$ cat src/rtl/core/vcfb_pkg.sv
// ----------------------------------------------------------------------------
// vcfb_pkg
// types and constants of the voxel cube frame buffer
// ----------------------------------------------------------------------------
package vcfb_pkg;

   // request kinds carried on req_tuser
   typedef enum logic [2:0] {
      REQ_CLEAR = 3'd0,
      REQ_FILL  = 3'd1,
      REQ_SET   = 3'd2,
      REQ_CUBE  = 3'd3,
      REQ_SCAN  = 3'd4
   } vcfb_req_type;

   typedef enum logic [2:0] {
      ST_IDLE,
      ST_FILL,
      ST_PT_RD,
      ST_RMW_WR,
      ST_SCAN,
      ST_SCAN_OUT
   } vcfb_state_type;

   // offset added to a corner coordinate for one wire cube point
   typedef enum logic [1:0] {
      OFF_ZERO,
      OFF_STEP,
      OFF_LAST
   } vcfb_off_type;

   typedef struct packed {
      vcfb_off_type x;
      vcfb_off_type y;
      vcfb_off_type z;
   } vcfb_edge_sel_type;

   localparam int unsigned EDGE_COUNT = 12;

   // which axis walks and which sits at the far corner, per cube edge
   function automatic vcfb_edge_sel_type edge_select(input logic [3:0] edge_idx);
      vcfb_edge_sel_type sel;
      case (edge_idx)
         4'd0:    sel = '{OFF_ZERO, OFF_STEP, OFF_ZERO};
         4'd1:    sel = '{OFF_STEP, OFF_ZERO, OFF_ZERO};
         4'd2:    sel = '{OFF_ZERO, OFF_ZERO, OFF_STEP};
         4'd3:    sel = '{OFF_LAST, OFF_STEP, OFF_LAST};
         4'd4:    sel = '{OFF_STEP, OFF_LAST, OFF_LAST};
         4'd5:    sel = '{OFF_LAST, OFF_LAST, OFF_STEP};
         4'd6:    sel = '{OFF_LAST, OFF_STEP, OFF_ZERO};
         4'd7:    sel = '{OFF_ZERO, OFF_STEP, OFF_LAST};
         4'd8:    sel = '{OFF_STEP, OFF_LAST, OFF_ZERO};
         4'd9:    sel = '{OFF_STEP, OFF_ZERO, OFF_LAST};
         4'd10:   sel = '{OFF_LAST, OFF_ZERO, OFF_STEP};
         default: sel = '{OFF_ZERO, OFF_LAST, OFF_STEP};
      endcase
      return sel;
   endfunction

   function automatic logic [4:0] off_value(input vcfb_off_type sel,
                                            input logic [4:0] step,
                                            input logic [4:0] last);
      logic [4:0] v;
      case (sel)
         OFF_STEP: v = step;
         OFF_LAST: v = last;
         default:  v = 5'd0;
      endcase
      return v;
   endfunction

endpackage

$ cat src/rtl/core/voxel_cube_frame_buffer.sv
// ----------------------------------------------------------------------------
// voxel_cube_frame_buffer
// frame buffer of an led cube held in a 64 x 8 synchronous ram, one byte per
// (layer z, row y), read-modify-write for voxel and wire cube drawing
// after a transfer: clear leaves the block ready, fill writes SIDE*SIDE rows,
// set voxel and wire cube (12*edge_len points) read then write each point in range,
// scan makes 8 ram reads to the rsp register and waits while a result is held
// reset: store reads as zero at once through per-entry valid flops, no sweep
// ----------------------------------------------------------------------------
module voxel_cube_frame_buffer
   import vcfb_pkg::*;
#(
   parameter int SIDE = 8
) (
   input  logic        clock,
   input  logic        reset,
   // request channel
   input  logic        req_tvalid,
   output logic        req_tready,
   input  logic [23:0] req_tdata,   // pos_x[4:0], pos_y[9:5], pos_z[14:10],
                                    // edge_len[19:15], layer[22:20], zero pad
   input  logic [2:0]  req_tuser,   // req_type[2:0]
   // result channel
   output logic        rsp_tvalid,
   input  logic        rsp_tready,
   output logic [71:0] rsp_tdata    // layer_select[7:0], layer_bits[71:8]
);

   // all in-range bits of a row set
   localparam logic [7:0] FILL_MASK = 8'(8'hff >> (8 - SIDE));

   vcfb_state_type state_ff, state_in;

   // request fields held for the whole operation
   logic [4:0] pos_x_ff, pos_y_ff, pos_z_ff;
   logic [4:0] edge_len_ff;
   logic [2:0] layer_ff;
   logic       cube_ff;

   // wire cube walk counters
   logic [4:0] edge_step_ff;
   logic [3:0] edge_index_ff;

   // entry address under work, bit within the row byte
   logic [5:0] addr_ff;
   logic [2:0] bit_ff;

   // scan read counter and gathered layer
   logic [3:0]  scan_cnt_ff;
   logic [63:0] scan_bits_ff;

   // result register
   logic        rsp_valid_ff;
   logic [71:0] rsp_data_ff;

   // voxel ram and its entry valid flags (flag clear reads as zero)
   logic [7:0]  store_mem [0:63];
   logic [63:0] valid_ff;
   logic [7:0]  rdata_ff;
   logic        rd_valid_ff;
   logic [7:0]  rd_byte;

   logic       mem_rd_en;
   logic [5:0] mem_rd_addr;
   logic       mem_we;
   logic [5:0] mem_wr_addr;
   logic [7:0] mem_wdata;

   logic         req_xfer;
   vcfb_req_type req_kind;

   // point under work
   vcfb_edge_sel_type pt_sel;
   logic [4:0]        edge_last;
   logic signed [6:0] pt_x, pt_y, pt_z;
   logic              pt_in_range;
   logic [5:0]        pt_addr;
   logic              point_done;
   logic              last_point;
   logic              fill_last;
   logic              rsp_free;

   assign req_xfer = req_tvalid && req_tready;
   assign req_kind = vcfb_req_type'(req_tuser);
   assign rd_byte  = rd_valid_ff ? rdata_ff : 8'h00;
   assign rsp_free = !rsp_valid_ff || rsp_tready;

   // ---------------------------------------------------------------------
   // point address: corner plus per-axis offset, each point clipped alone
   // ---------------------------------------------------------------------
   assign edge_last = edge_len_ff - 5'd1;

   always_comb begin
      if (cube_ff) begin
         pt_sel = edge_select(edge_index_ff);
      end else begin
         pt_sel = '{OFF_ZERO, OFF_ZERO, OFF_ZERO};
      end
   end

   assign pt_x = $signed({{2{pos_x_ff[4]}}, pos_x_ff})
               + $signed({2'b00, off_value(pt_sel.x, edge_step_ff, edge_last)});
   assign pt_y = $signed({{2{pos_y_ff[4]}}, pos_y_ff})
               + $signed({2'b00, off_value(pt_sel.y, edge_step_ff, edge_last)});
   assign pt_z = $signed({{2{pos_z_ff[4]}}, pos_z_ff})
               + $signed({2'b00, off_value(pt_sel.z, edge_step_ff, edge_last)});

   assign pt_in_range = !pt_x[6] && (pt_x[5:0] < 6'(SIDE))
                     && !pt_y[6] && (pt_y[5:0] < 6'(SIDE))
                     && !pt_z[6] && (pt_z[5:0] < 6'(SIDE));
   assign pt_addr = {pt_z[2:0], pt_y[2:0]};

   // a single voxel is a walk of one point
   assign last_point = !cube_ff
                    || ((edge_index_ff == 4'(EDGE_COUNT - 1)) && (edge_step_ff == edge_last));

   assign fill_last = (addr_ff[5:3] == 3'(SIDE - 1)) && (addr_ff[2:0] == 3'(SIDE - 1));

   // ---------------------------------------------------------------------
   // next state
   // ---------------------------------------------------------------------
   always_comb begin
      state_in = state_ff;
      case (state_ff)
         ST_IDLE: begin
            if (req_xfer) begin
               case (req_kind)
                  REQ_FILL: state_in = ST_FILL;
                  REQ_SET:  state_in = ST_PT_RD;
                  REQ_CUBE: state_in = (req_tdata[19:15] != 5'd0) ? ST_PT_RD : ST_IDLE;
                  REQ_SCAN: state_in = ST_SCAN;
                  default:  state_in = ST_IDLE;
               endcase
            end
         end
         ST_FILL: begin
            if (fill_last) begin
               state_in = ST_IDLE;
            end
         end
         ST_PT_RD: begin
            if (pt_in_range) begin
               state_in = ST_RMW_WR;
            end else if (last_point) begin
               state_in = ST_IDLE;
            end
         end
         ST_RMW_WR: begin
            state_in = last_point ? ST_IDLE : ST_PT_RD;
         end
         ST_SCAN: begin
            if (scan_cnt_ff[3]) begin
               state_in = ST_SCAN_OUT;
            end
         end
         ST_SCAN_OUT: begin
            if (rsp_free) begin
               state_in = ST_IDLE;
            end
         end
         default: state_in = ST_IDLE;
      endcase
   end

   // ---------------------------------------------------------------------
   // outputs of the sequencer: ram port controls
   // ---------------------------------------------------------------------
   always_comb begin
      req_tready  = 1'b0;
      mem_rd_en   = 1'b0;
      mem_rd_addr = pt_addr;
      mem_we      = 1'b0;
      mem_wr_addr = addr_ff;
      mem_wdata   = rd_byte | (8'h01 << bit_ff);
      point_done  = 1'b0;
      case (state_ff)
         ST_IDLE: begin
            req_tready = 1'b1;
         end
         ST_FILL: begin
            mem_we    = 1'b1;
            mem_wdata = FILL_MASK;
         end
         ST_PT_RD: begin
            // out of range points are skipped without a ram access
            mem_rd_en  = pt_in_range;
            point_done = !pt_in_range;
         end
         ST_RMW_WR: begin
            // the next read comes in the cycle after the write, so no forwarding is needed
            mem_we     = 1'b1;
            point_done = 1'b1;
         end
         ST_SCAN: begin
            mem_rd_en   = !scan_cnt_ff[3];
            mem_rd_addr = {layer_ff, scan_cnt_ff[2:0]};
         end
         default: begin
         end
      endcase
   end

   // ---------------------------------------------------------------------
   // voxel ram, one write and one registered read per cycle
   // ---------------------------------------------------------------------
   always_ff @(posedge clock) begin
      if (mem_we) begin
         store_mem[mem_wr_addr] <= mem_wdata;
      end
      if (mem_rd_en) begin
         rdata_ff    <= store_mem[mem_rd_addr];
         rd_valid_ff <= valid_ff[mem_rd_addr];
      end
   end

   // ---------------------------------------------------------------------
   // control registers
   // ---------------------------------------------------------------------
   always_ff @(posedge clock) begin
      if (reset) begin
         state_ff      <= ST_IDLE;
         valid_ff      <= '0;
         edge_step_ff  <= '0;
         edge_index_ff <= '0;
         scan_cnt_ff   <= '0;
         rsp_valid_ff  <= 1'b0;
      end else begin
         state_ff <= state_in;

         // clear drops every entry flag at once
         if (req_xfer && (req_kind == REQ_CLEAR)) begin
            valid_ff <= '0;
         end else if (mem_we) begin
            valid_ff[mem_wr_addr] <= 1'b1;
         end

         // wire cube walk: edges inner, steps outer
         if (req_xfer) begin
            edge_step_ff  <= '0;
            edge_index_ff <= '0;
         end else if (point_done) begin
            if (last_point) begin
               edge_step_ff  <= '0;
               edge_index_ff <= '0;
            end else if (edge_index_ff == 4'(EDGE_COUNT - 1)) begin
               edge_index_ff <= '0;
               edge_step_ff  <= edge_step_ff + 5'd1;
            end else begin
               edge_index_ff <= edge_index_ff + 4'd1;
            end
         end

         if (req_xfer) begin
            scan_cnt_ff <= '0;
         end else if (state_ff == ST_SCAN) begin
            scan_cnt_ff <= scan_cnt_ff + 4'd1;
         end

         if (state_ff == ST_SCAN_OUT && rsp_free) begin
            rsp_valid_ff <= 1'b1;
         end else if (rsp_tready) begin
            rsp_valid_ff <= 1'b0;
         end
      end
   end

   // ---------------------------------------------------------------------
   // payload registers
   // ---------------------------------------------------------------------
   always_ff @(posedge clock) begin
      if (req_xfer) begin
         pos_x_ff    <= req_tdata[4:0];
         pos_y_ff    <= req_tdata[9:5];
         pos_z_ff    <= req_tdata[14:10];
         edge_len_ff <= req_tdata[19:15];
         layer_ff    <= req_tdata[22:20];
         cube_ff     <= (req_kind == REQ_CUBE);
         addr_ff     <= '0;
      end else begin
         case (state_ff)
            ST_FILL: begin
               // row first, then layer, over the SIDE x SIDE rows in range
               if (addr_ff[2:0] == 3'(SIDE - 1)) begin
                  addr_ff[2:0] <= '0;
                  addr_ff[5:3] <= addr_ff[5:3] + 3'd1;
               end else begin
                  addr_ff[2:0] <= addr_ff[2:0] + 3'd1;
               end
            end
            ST_PT_RD: begin
               addr_ff <= pt_addr;
               bit_ff  <= pt_x[2:0];
            end
            default: begin
            end
         endcase
      end

      // read data lands in the cycle after each scan read, row 0 ends lowest
      if (state_ff == ST_SCAN && scan_cnt_ff != 4'd0) begin
         scan_bits_ff <= {rd_byte, scan_bits_ff[63:8]};
      end

      if (state_ff == ST_SCAN_OUT && rsp_free) begin
         rsp_data_ff <= {scan_bits_ff, 8'(8'h80 >> layer_ff)};
      end
   end

   assign rsp_tvalid = rsp_valid_ff;
   assign rsp_tdata  = rsp_data_ff;

endmodule

$ cat config.mk
export PLATFORM = sky130hd
export DESIGN_NAME = voxel_cube_frame_buffer
export DESIGN_NICKNAME = d
export VERILOG_FILES = /design/src/rtl/core/vcfb_pkg.sv /design/src/rtl/core/voxel_cube_frame_buffer.sv
export SDC_FILE = /design/constraint.sdc
export NUM_CORES = 1
export LEC_CHECK = 0
export ABC_AREA = 1
export BUFFER_PORTS_ARGS = -buffer_cell sky130_fd_sc_hd__buf_2
export CAP_MARGIN = 40
export CORE_ASPECT_RATIO = 2
export CORE_MARGIN = 10
export CORE_UTILIZATION = 61
export CTS_CLUSTER_SIZE = 24
export DETAILED_ROUTE_END_ITERATION = 10
export PLACE_DENSITY_LB_ADDON = 0.12
export SYNTH_ARGS = -nofsm -noshare
export SYNTH_HDL_FRONTEND = slang
export SYNTH_SLANG_ARGS = --single-unit
$ cat constraint.sdc
create_clock -name clock -period 14.89 [get_ports clock]
set_input_delay 4.467 -clock clock [delete_from_list [all_inputs] [get_ports clock]]
set_output_delay 4.467 -clock clock [all_outputs]
set_load 0.01 [all_outputs]
==> results.ini <==
[outcome]
status=finished clean

[sta]
fin_hold_ws_ns=0.420
worst_pin_slew_ns=0.972
grt_setup_unrepaired=false
period_share_pct=41.0
fin_skew_ns=0.0186
period_needed_ns=6.10
fmax_ghz=0.164
report.final.hold_viol_count=0
finalSetupViolCount=0
finalMaxSlewViolations=0
slew_headroom_pct=35.0
finalSetupTns_ns=0

[final_layout]
fill_cells=3652
n_antenna_cell=0
mostFrequentLayoutCell=edfxtp_1
nNetsFinal=2671
fin_cells=3306
layout.cells.most_common_list=edfxtp_1 (684), nor2_1 (389), o21ai_0 (277)
drive_above_1_share_pct=12.9
area_growth_pct=10.8

[power]
finalPower_mw=5.24
p_leak_nw=12.4
power_density_nw_per_um2=151
ir_worst_vdd_mv=0.117

[routing]
vias=20559
route.antenna.remaining_nets=0
routed_via_density=6.22
drt_iter0_drc=1900
first_pass_iters=6
wl_per_cell_um=24.3
totalWireLength_mm=80.3
drc=0

[synth]
synth_xor_area_share_pct=0.390
synth_fa_ha_area_share_pct=1.66
syn_area_sq_um=31400
avgSynthCellArea_sq_um=12.6
synth_enable_flop_cells=684
ys_ff_latch=777
synth_ff_type=edfxtp_1
synth_nets=2563
synth_mux_area_share_pct=0
synthDistinctLibCells=48
synth_warnings=0
synth_cells=2492
seq_area_frac_synth_pct=71.3
async_flop_share_pct=0
synth_compound_area_share_pct=12.3
synth_top_family_by_area=compound AO/OA/AOI/OAI gates
synth-simple-area-share_pct=9.66

[floorplan]
start_util_pct=61.7
dieArea_sq_um=61600
fp.dieH_um=341
pin_count=105
placementRows=117
die_w_um=181
fp.coreArea_sq_um=50900

[worst_setup_path]
worstPathRequired_ns=10.42
crit_arrival_ns=1.63
cp_cell_sequence=nor2_4 -> inv_2 -> nor2_1 -> buf_2
path_class=reg2out
start_kind=flop
critPathMaxFanout=4
endpoint_kind=output pin
crit_path_top_delay_cell=dfxtp_1
cpPeakStageDelay_ns=0.35

[clock_network]
ctsHoldBuffers=0
cts_tree=done
path_clk_slew_ns=0.06
clock_latency_ns=0.61
cts-root-buf=clkbuf_16
htreeDepth=3
cts_sinks=777
clock_path_buffers=3
cts_resized=0
post_cts.repair.setup_buffers=0
cts-buffers-inserted=67

[grt]
grt_pass1_wl_mm=121
grt_pass1_vias=20774
grt_antenna_before_repair=0
grt_start_max_net_pins=146
grt_usage_pct=25.5
overflow=0

[job]
maxCapViolCount=0

[worst_hold_path]
min-delay-path-class=reg2reg

[place]
portBuffers=103
dpl.hpwl_mm=51.4
place.gp.congestion=0.889
place_inst=3183

## state kept, by name (all words and copies together) (netlist names), 5 cells and up, named ones only
register      flops
scan_bits_ff     64
pos_x_ff          5
rdata_ff          8
edge_len_ff       5
valid_ff         64
pos_z_ff          5
pos_y_ff          5
addr_ff           6
rsp_tdata        72
edge_step_ff      5
store_mem       512
## metrics by stage
| stage | worst slack (ns) | cell area, sq um | utilization [%] |
|---|---|---|---|
| after global routing | 8.69 | 34800 | 68.4 |
| final | 8.79 | 34800 | 68.4 |
| after global placement | 8.59 | 32400 | 63.5 |
| after CTS | 8.75 | 34800 | 68.3 |
| after floorplan | 6.87 | 31400 | - |
| after detailed placement | 8.53 | 32600 | 64.1 |
## area by class of cell
| type | instances | area [sq um] | share of cell area [%] |
|---|---|---|---|
| Multi-Input combinational cell | 1397 | 7660 | 22.0 |
| Inverter | 188 | 723 | 2.08 |
| Clock inverter | 31 | 246 | 0.708 |
| Clock buffer | 90 | 1920 | 5.51 |
| Sequential cell | 777 | 22400 | 64.3 |
| Timing Repair Buffer | 169 | 1060 | 3.05 |
| Tap cell | 654 | 818 | 2.35 |
## cells by family after synthesis
kind of cell / after synthesis
flip-flops: 777
AND/OR/NAND/NOR: 715
buffers and inverters: 318
AO/OA/AOI/OAI: 628
adder cells (fa/ha/maj): 40
XOR/XNOR: 14
## power by group
part | switching (mW) | internal [mW]
combinational | 0.730 | 0.242
clock | 0.762 | 0.963
sequential | 0.0290 | 2.52
total | 1.52 | 3.72
## cell usage after synthesis (54+ instances only)
cell type | number | share of area (%)
nand3_1 | 107 | 1.7
o21ai_1 | 60 | 0.96
o22ai_1 | 66 | 1.3
nand2_1 | 158 | 1.9
edfxtp_1 | 684 | 65
buf_2 | 54 | 0.86
o221ai_1 | 75 | 2.1
o21ai_0 | 279 | 4.4
dfxtp_1 | 93 | 5.9
o211ai_1 | 62 | 1.5
nor2_1 | 390 | 4.7
inv_1 | 175 | 2.1
## worst paths after layout
check / from / end / slack [ns] / cells after the start
worst max-delay path: state_ff[1] / req_tready / 8.79 / 4
worst min-delay path: scan_bits_ff[1] / rsp_tdata[9] / 0.42 / 0
worst min register to register: scan_bits_ff[1] / rsp_tdata[9] / 0.42 / 0
worst max register to register: cube_ff / rdata_ff[1] / 9.19 / 18
## critical path, delay by kind of cell, from the launching register on
| family | cells | cell delay, ns |
|---|---|---|
| flip-flops | 1 | 0.35 |
| buffers and inverters | 2 | 0.24 |
| AND/OR/NAND/NOR | 2 | 0.44 |
## layer usage
metal | track usage [%] | wire [um] | vias to the layer above
met5 | 0 | 0 | -
met4 | 18.7 | 6370 | 0
met3 | 3.57 | 5360 | 268
met2 | 46.0 | 42200 | 993
met1 | 26.6 | 26300 | 9978
li1 | - | - | 9320
Power figures use the tool's default switching activity.
